`src/hw/rtl/blfifo_ram.sv`:
```
`default_nettype none

module blfifo_ram #(
  parameter int DATA_W = 8,
  parameter int DEPTH  = 16,
  parameter int ADDR_W = $clog2(DEPTH)
) (
  input  wire logic              clk,
  input  wire logic              wr_en,
  input  wire logic [ADDR_W-1:0] wr_addr,
  input  wire logic [DATA_W-1:0] wr_data,
  input  wire logic              rd_en,
  input  wire logic [ADDR_W-1:0] rd_addr,
  output      logic [DATA_W-1:0] rd_data
);

  logic [DATA_W-1:0] mem [DEPTH];

  always_ff @(posedge clk) begin
    if (wr_en) begin
      mem[wr_addr] <= wr_data;
    end
    if (rd_en) begin
      rd_data <= mem[rd_addr];
    end
  end

endmodule

`default_nettype wire

```
`config.mk`:
```
export PLATFORM = sky130hd
export DESIGN_NAME = blfifo_ram
export DESIGN_NICKNAME = d
export VERILOG_FILES = /design/src/hw/rtl/blfifo_ram.sv
export SDC_FILE = /design/constraint.sdc
export NUM_CORES = 1
export LEC_CHECK = 0
export BUFFER_PORTS_ARGS = -buffer_cell sky130_fd_sc_hd__buf_2
export CORE_MARGIN = 5
export CORE_UTILIZATION = 54
export CTS_CLUSTER_DIAMETER = 80
export DETAILED_ROUTE_END_ITERATION = 8
export GPL_ROUTABILITY_DRIVEN = 0
export GPL_TIMING_DRIVEN = 0
export MAX_ROUTING_LAYER = met4
export PLACE_DENSITY = 0.75
export SLEW_MARGIN = 20
export SYNTH_ARGS = -nofsm -noshare
export SYNTH_HDL_FRONTEND = slang
export SYNTH_SLANG_ARGS = --single-unit
export TNS_END_PERCENT = 5
```
`constraint.sdc`:
```
create_clock -name clk -period 1.6 [get_ports clk]
set_clock_uncertainty 0.1 [all_clocks]
set_input_delay 0.08 -clock clk [delete_from_list [all_inputs] [get_ports clk]]
set_output_delay 0.08 -clock clk [all_outputs]
set_load 0.03 [all_outputs]
```
==> metrics.txt <==
root buf cell=clkbuf_8; Final Hold Viols=0; vias per inst=5.842; crit-path max FO=1; max-slew violations=0; status=finished with violations; Remaining DRCs=0; endpoint class of the critical path=register; fin crit share=100.5%; Yosys Warn Count=0; Rows=36; # port buffers=25; area leader, netlist=edfxtp_1; Post-Synthesis Cells=between 200 and 250; Seq cells post-synth=136; DIE AREA=11750 µm²; ranking of synthesized cells by area=edfxtp_1 78%, mux4_2 7.8%, mux4_1 7.0%, a22oi_1 2.3%, nor2_1 0.93%; Core Region=9594 µm²; Period minus WS final=around 1.6 ns; maximum VDD drop=roughly 0.6 mV; commonest non-fill, non-tap cells in the layout=136 x edfxtp_1, 28 x buf_2, 20 x mux4_2; vias in the first global route=2547; Longest Clk Path Bufs=2; num ports=27; Mapped Avg Cell Area=22.83 µm²; final setup vio count=1; met1 WL=4233 µm; synth unique cells=18; TritonCTS Buffers=17; post-DR wirelength/cell=between 20 and 25 µm; Final WS setup=-0.007767 ns; Area Overhead vs Synth=18.65%; footprint of the multi-input gates=between 1000 and 1500 µm²; First DRT Iteration DRCs=~210; Antenna Nets Post-Route=0; DRT Pass-1 Iters=6; Worst Max-Slew Pin Slew=~0.86 ns; Detailed Place HPWL=slightly above 6000 µm; CTS Sinks=approximately 140; Die Ht=108.4 µm; DR top layer=met4; total gr overflow=0; top-area cell type share of the netlist area=approximately four fifths; NumNets Final=roughly 300; failing checks=setup timing; GRT Resource Usage Total=19.15%; Startpoint Class=register; drt total wl=a little under 10000 µm; Worst Path Class, Setup=register to register; Rel. slew slack=between 40% and 50%; Placed Cells=about 390; Hold WS=0.07633 ns; TNS Setup=-0.007767 ns; Antenna diodes=0; sequential element share of the synthesized area=78.12%; P_leak=just over 2 nW; Initial Util=54.49%; total number of vias=2512; Skew-Pair Late Insertion Delay=between 0.5 and 0.6 ns; fill cell count=643; Post-Layout Cell Count=430; DP Worst Slack=-0.3130 ns; achievable frequency=0.6220 GHz; Pwr per Cell Area=roughly 1300 nW/µm²; Crit path required time=roughly 1.7 ns; Detail Route met2 WL=about 5000 µm; TritonCTS clock tree=built; Syn Nets=~250; # Post-CTS Setup Buffers=0; layout cells sized above 1=between 30% and 40%; most common cell after layout, fill and taps aside=edfxtp_1; WL met3=between 600 and 700 µm; Mapped Area=5228 µm²; first-pass GRT wire length=around 15000 µm; Core Util, Final=between 60 and 70%; RSZ-0062 raised after global routing=no; Arr. time, crit path=approximately 1.8 ns; H-tree Lvls=4; min-delay worst type=input pin to register; FF/Latch Area=4084 µm²; Max Cap Viol=0; clk slew on worst S/H paths=0.06 ns; die width=between 100 and 150 µm; initial antenna violation count=0; largest net degree at the start of global routing=17
==> logic make-up (layout without fill, tap and decap cells) <==
family / count (synthesis) / after routing / synth area share, %
flops: 136 / 136 / 78.12
compound gates: 16 / 16 / 2.298
mux: 32 / 32 / 14.79
simple gates: 35 / 35 / 3.136
buf+inv: 10 / 78 / 1.651
==> power by group <==
| group | internal (mW) | total, mW | switching (mW) |
|---|---|---|---|
| Clock | 2.19 | 3.53 | 1.35 |
| Combinational | 0.177 | 0.439 | 0.262 |
| Sequential | 4.02 | 4.03 | 0.0179 |
| Total | 6.38 | 8.01 | 1.63 |
==> through the flow <==
step / cell area, µm² / power (mW)
floorplan: 5233 / 4.342
detailed placement: 5539 / 4.516
finish: 6202 / 8.006
global route: 6202 / 8.265
CTS: 6187 / 8.031
global placement: 5524 / 4.494
==> worst paths after layout <==
kind / slack [ns] / depth (start not counted) / startpoint / endpoint
setup reg to reg: -0.008 / 3 / mem[7][4] / rd_data[4]
setup / recovery: -0.008 / 3 / mem[7][4] / rd_data[4]
hold / removal: 0.08 / 3 / wr_addr[2] / mem[12][5]
hold reg to reg: 0.66 / 3 / mem[11][3] / rd_data[3]
==> critical path, stage by stage (launching register included) <==
cell      delay, ns
edfxtp_1       0.36
mux4_2         0.51
a22oi_1        0.24
nand2_1        0.13
==> Yosys cell counts <==
cell and count:
edfxtp_1 136, a22oi_1 16, buf_2 3, buf_4 1, and2b_1 1, nand3_1 1, clkdlybuf4s25_2 3, nor3_1 4
buf_6 3, nand2b_1 2, and2_1 1, nor2b_1 1, or3b_2 1, nand3b_1 2, nor2_1 13, mux4_1 14
mux4_2 18, nand2_1 9
==> metal layers <==
layer / GRT usage [%] / vias to the layer above
met1: 26.45 / 1309
met2: 28.64 / 100
met5: - / -
met4: 5.951 / 0
met3: 4.836 / 12
li1: - / 1091
==> state kept, by name (all words and copies together), names as in the netlist <==
| name | flops |
|---|---|
| rd_data | 8 |
| mem | 128 |
==> what timing repair did <==
item                                    CTS  global route
gates resized for setup                   4             3
hold endpoints to repair                168             0
pin swaps                                 1             1
hold buffers                             11             0
endpoints found under the setup margin    2             3
==> cell type report <==
type / instances / share of cell area, %
Sequential cell: 136 / 65.85
Multi-Input combinational cell: 83 / 17.65
Clock buffer: 21 / 6.920
Timing Repair Buffer: 36 / 3.793
Tap cell: 133 / 2.683
Clock inverter: 11 / 1.715
Buffer: 10 / 1.392
(Power assumes the default switching activity.)
