==> src/hw/rtl/blfifo_pkg.sv <==
`default_nettype none

package blfifo_pkg;

  localparam int RING_DEPTH = 1024;
  localparam int PTR_W = $clog2(RING_DEPTH);
  localparam int CNT_W = $clog2(RING_DEPTH + 1);

  localparam int HANDLE_W = 32;
  localparam int LEN_W = 16;
  localparam int BYTES_W = 32;
  localparam int ENTRY_W = HANDLE_W + LEN_W;

  localparam logic [BYTES_W-1:0] MIN_RETRY_BYTES = 32'd60;

  typedef enum logic [1:0] {
    OP_SINGLE = 2'd0,
    OP_BURST  = 2'd1,
    OP_DEQ    = 2'd2,
    OP_NONE   = 2'd3
  } op_t;

  typedef enum logic [1:0] {
    ST_IDLE = 2'b01,
    ST_EXEC = 2'b10
  } state_t;

  // Decision for the item held in the execute stage.
  typedef struct packed {
    logic               push;
    logic               pop;
    logic               accepted;
    logic               broken_nxt;
    logic [BYTES_W-1:0] bytes_nxt;
  } admit_t;

endpackage

`default_nettype wire

==> src/hw/rtl/blfifo_admit.sv <==
`default_nettype none

module blfifo_admit (
  input  wire logic [1:0]                       op,
  input  wire logic [blfifo_pkg::LEN_W-1:0]     packet_length,
  input  wire logic                             burst_last,
  input  wire logic [blfifo_pkg::BYTES_W-1:0]   capacity,
  input  wire logic [blfifo_pkg::BYTES_W-1:0]   bytes_held,
  input  wire logic [blfifo_pkg::BYTES_W-1:0]   remaining,
  input  wire logic [blfifo_pkg::CNT_W-1:0]     entry_count,
  input  wire logic                             broken,
  input  wire logic [blfifo_pkg::LEN_W-1:0]     head_length,
  output      blfifo_pkg::admit_t               admit
);

  logic                              slot_free;
  logic [blfifo_pkg::BYTES_W:0]      single_sum;
  logic                              single_ok;
  logic                              fits;
  logic                              burst_ok;
  logic [blfifo_pkg::BYTES_W-1:0]    len_ext;
  logic [blfifo_pkg::BYTES_W-1:0]    head_ext;

  assign slot_free  = entry_count < blfifo_pkg::CNT_W'(blfifo_pkg::RING_DEPTH);
  assign len_ext    = blfifo_pkg::BYTES_W'(packet_length);
  assign head_ext   = blfifo_pkg::BYTES_W'(head_length);
  assign single_sum = {1'b0, bytes_held} + {1'b0, len_ext};
  assign single_ok  = slot_free && (single_sum < {1'b0, capacity});
  assign fits       = slot_free && (len_ext <= remaining);
  // Before the first miss any nonzero budget will do; afterwards a retry
  // needs a minimum amount of headroom left.
  assign burst_ok   = broken ? (fits && (remaining >= blfifo_pkg::MIN_RETRY_BYTES))
                             : (fits && (remaining != '0));

  always_comb begin
    admit.push       = 1'b0;
    admit.pop        = 1'b0;
    admit.accepted   = 1'b0;
    admit.broken_nxt = 1'b0;
    admit.bytes_nxt  = bytes_held;
    case (op)
      blfifo_pkg::OP_SINGLE: begin
        admit.push = single_ok;
      end
      blfifo_pkg::OP_BURST: begin
        admit.push       = burst_ok;
        admit.broken_nxt = !burst_last && (broken || !burst_ok);
      end
      blfifo_pkg::OP_DEQ: begin
        admit.pop = entry_count != '0;
      end
      default: begin
        admit.push = 1'b0;
      end
    endcase
    admit.accepted = admit.push || admit.pop;
    if (admit.push) begin
      admit.bytes_nxt = bytes_held + len_ext;
    end else if (admit.pop) begin
      admit.bytes_nxt = (bytes_held >= head_ext) ? (bytes_held - head_ext) : '0;
    end
  end

endmodule

`default_nettype wire

==> config.mk <==
export PLATFORM = sky130hd
export DESIGN_NAME = blfifo_admit
export DESIGN_NICKNAME = d
export VERILOG_FILES = /design/src/hw/rtl/blfifo_pkg.sv /design/src/hw/rtl/blfifo_admit.sv
export SDC_FILE = /design/constraint.sdc
export NUM_CORES = 1
export LEC_CHECK = 0
export ABC_AREA = 1
export BUFFER_PORTS_ARGS = -buffer_cell sky130_fd_sc_hd__buf_2
export CAP_MARGIN = 20
export CORE_ASPECT_RATIO = 1.1
export CORE_MARGIN = 2
export CORE_UTILIZATION = 54
export DETAILED_ROUTE_END_ITERATION = 8
export GPL_TIMING_DRIVEN = 0
export PLACE_DENSITY_LB_ADDON = 0.08
export SYNTH_ARGS = -nofsm -noshare
export SYNTH_HDL_FRONTEND = slang
export SYNTH_SLANG_ARGS = --single-unit
==> constraint.sdc <==
create_clock -name vclk -period 5.5
set_input_delay 1.1 -clock vclk [all_inputs]
set_output_delay 1.1 -clock vclk [all_outputs]
set_load 0.02 [all_outputs]
==> flow_metrics.py <==
metrics = {
    "floorplanning": {
        "die_y_um": 107,
        "die_area_um2": 10500,
        "ios": 179,
        "rows": 37,
        "coreArea_um2": 9400,
        "initial_core_util_pct": 55.7,
        "die_w_um": 97.8,
    },
    "sta": {
        "setup_violations": 34,
        "slew_viol_final": 0,
        "fmax_mhz": 173,
        "tightest_slew_ns": 0.871,
        "rsz0062_at_grt": "yes",
        "finalSetupTns_ns": -7.20,
        "hold_viol_final": 0,
        "fin_ws_ns": -0.277,
        "slew_headroom_pct": 41.9,
        "period_minus_slack_ns": 5.78,
        "finalCritPeriodShare_pct": 105,
    },
    "pwr": {
        "p_leak_nw": 4.17,
        "p_per_area_nw_per_um2": 113,
        "finalPower_w": 0.000862,
        "ir_drop_mv": 0.0788,
    },
    "worst_setup_path": {
        "slowest_delay_ns": 0.37,
        "worstPathRequired_ns": 4.40,
        "worstPathArrival_ns": 4.68,
        "critical_path_class": "primary input to output pin",
        "critPathMostFrequentCell": "nand2_2",
        "startpoint_type": "primary input",
        "crit_chain": "buf_8, ha_4, fa_2, nand2_2, inv_2, nand2_2, nand2_2, a21oi_4, o21ai_4, nand2_2, nand2_4, buf_4, nand3_1, xor2_1, ha_1, nand3_1, nand3_1, a21oi_2, nand2_4, buf_12, clkbuf_16, nand3_1, nand2_2, buf_6",
        "crit_buf_inv": 6,
        "cp_max_fo": 6,
        "crit_path_end_kind": "output pin",
        "slowest_stage": "xor2_1",
        "critPathTopFamily": "simple AND/OR/NAND/NOR gates",
    },
    "routing": {
        "drcViolationCount": 0,
        "viasPerCell": 5.66,
        "vias": 7176,
        "drt_pass1_iterations": 8,
        "wl_um": 19900,
        "wire_per_inst_um": 15.7,
        "drt_iter0_markers": 441,
        "drtAntennaViolNets": 0,
    },
    "yosys": {
        "synth-seq-area-share_pct": 0,
        "ys_types": 45,
        "synth_area_per_cell_um2": 5.55,
        "netlist_area_um2": 5230,
        "netlist_instances": 943,
        "ys_warn_count": 0,
        "synth_nets": 1167,
    },
    "layout": {
        "fin_nets": 1377,
        "fillers": 726,
        "multiInputGateArea_um2": 5200,
        "seq_area_um2": 0,
        "final_common_cell": "nand2_1",
        "syn_to_final_growth_pct": 45.2,
        "diodes": 0,
        "final_area_um2": 7600,
        "n_clock_buffer": 0,
        "design.seq.count": 0,
        "drive_gt1_share_pct": 34.3,
        "final_cell_mix": "213 x nand2_1, 142 x buf_2, 139 x inv_1",
    },
    "global_routing": {
        "grt_pass1_vias": 6428,
        "grt_usage_pct": 33.9,
        "grt_overflow": 0,
        "antenna_found_initial": 0,
        "grt_pass1_wl_um": 29400,
        "grt_max_degree": 11,
    },
    "placement": {
        "post-place-ws_ns": -0.500,
        "place.gp.congestion": 0.971,
        "hpwlAfterDp_um": 15100,
        "port_buffers": 176,
        "placed_area_um2": 6260,
    },
    "flow_run": {
        "maxCapViolCount": 0,
    },
    "outcome": {
        "failed_checks": "setup timing",
        "status": "finished with violations",
    },
    "hold_path": {
        "min_path_type": "primary input to output pin",
    },
}
==> stage by stage <==
| step | util (%) | instances | hold WS, ns |
|---|---|---|---|
| 2_1_floorplan | - | 943 | 2.37 |
| 3_3_place_gp | 66.6 | 1236 | 2.54 |
| 3_5_place_dp | 66.6 | 1236 | 2.54 |
| 4_1_cts | 76.3 | 1259 | 2.54 |
| 5_1_grt | 80.8 | 1268 | 2.56 |
| 6_report | 80.8 | 1268 | 2.54 |
==> cell type report <==
cell class / instances / share of cell area, %
Multi-Input combinational cell: 776 / 68.5
Buffer: 17 / 2.36
Timing Repair Buffer: 208 / 19.8
Inverter: 150 / 7.41
Tap cell: 117 / 1.93
==> power breakdown <==
part           total (W)  switching (W)  internal [W]  leakage, nW
combinational   0.000862       0.000495      0.000366         4.17
clock                  0              0             0            0
sequential             0              0             0            0
total           0.000862       0.000495      0.000366         4.17
==> worst paths after layout <==
path     startpoint        end  slack [ns]  cells past startpoint
min      burst_last  admit[32]        2.54                      4
max   bytes_held[0]  admit[16]       -0.28                     24
==> what timing repair did <==
item / 4_1_cts / 5_1_grt
gates resized for setup: 164 / 70
cloned: 3 / 2
pin swaps: 37 / 30
hold buffers: 0 / 0
setup endpoints to repair: 34 / 34
buffers inserted: 20 / 8
==> layer usage <==
layer | track usage, % | vias to the layer above | part of all wire [%]
met5 | 0 | - | 0
met4 | 11.8 | 0 | 4.6
met3 | 2.02 | 78 | 7.7
met2 | 62.6 | 397 | 50
met1 | 41.5 | 3215 | 38
li1 | - | 3486 | -
==> synth_stat cells (2+ instances only) <==
cell type / count / share of area, %
a21oi_2: 3 / 0.50
ha_1: 79 / 19
nor3_2: 2 / 0.38
nand2_2: 32 / 3.8
nor4_1: 9 / 1.1
nor2_1: 93 / 6.7
nor2_2: 4 / 0.48
fa_1: 2 / 0.77
buf_2: 2 / 0.19
buf_4: 5 / 0.72
nor3_1: 16 / 1.5
buf_12: 3 / 1.1
a21o_1: 7 / 1.0
o21ai_1: 10 / 0.96
xor2_1: 28 / 4.7
clkbuf_1: 3 / 0.22
a21oi_1: 47 / 4.5
inv_2: 8 / 0.57
nand2_1: 263 / 19
o21ai_0: 30 / 2.9
a31oi_1: 7 / 0.84
xnor2_1: 14 / 2.3
nand2_4: 2 / 0.43
nor2_4: 4 / 0.86
and2_1: 2 / 0.24
o21bai_1: 6 / 0.86
and3_1: 2 / 0.24
nand3_1: 82 / 7.8
nand3b_1: 2 / 0.29
inv_1: 142 / 10
nand4_1: 18 / 2.2
buf_6: 3 / 0.65
==> kinds of logic after synthesis <==
group	synth area share (%)
AO/OA/AOI/OAI	12.8
XOR/XNOR	7.03
adder cells (fa/ha/maj)	19.7
buffers and inverters	13.8
AND/OR/NAND/NOR	46.8
(Power assumes the default switching activity.)
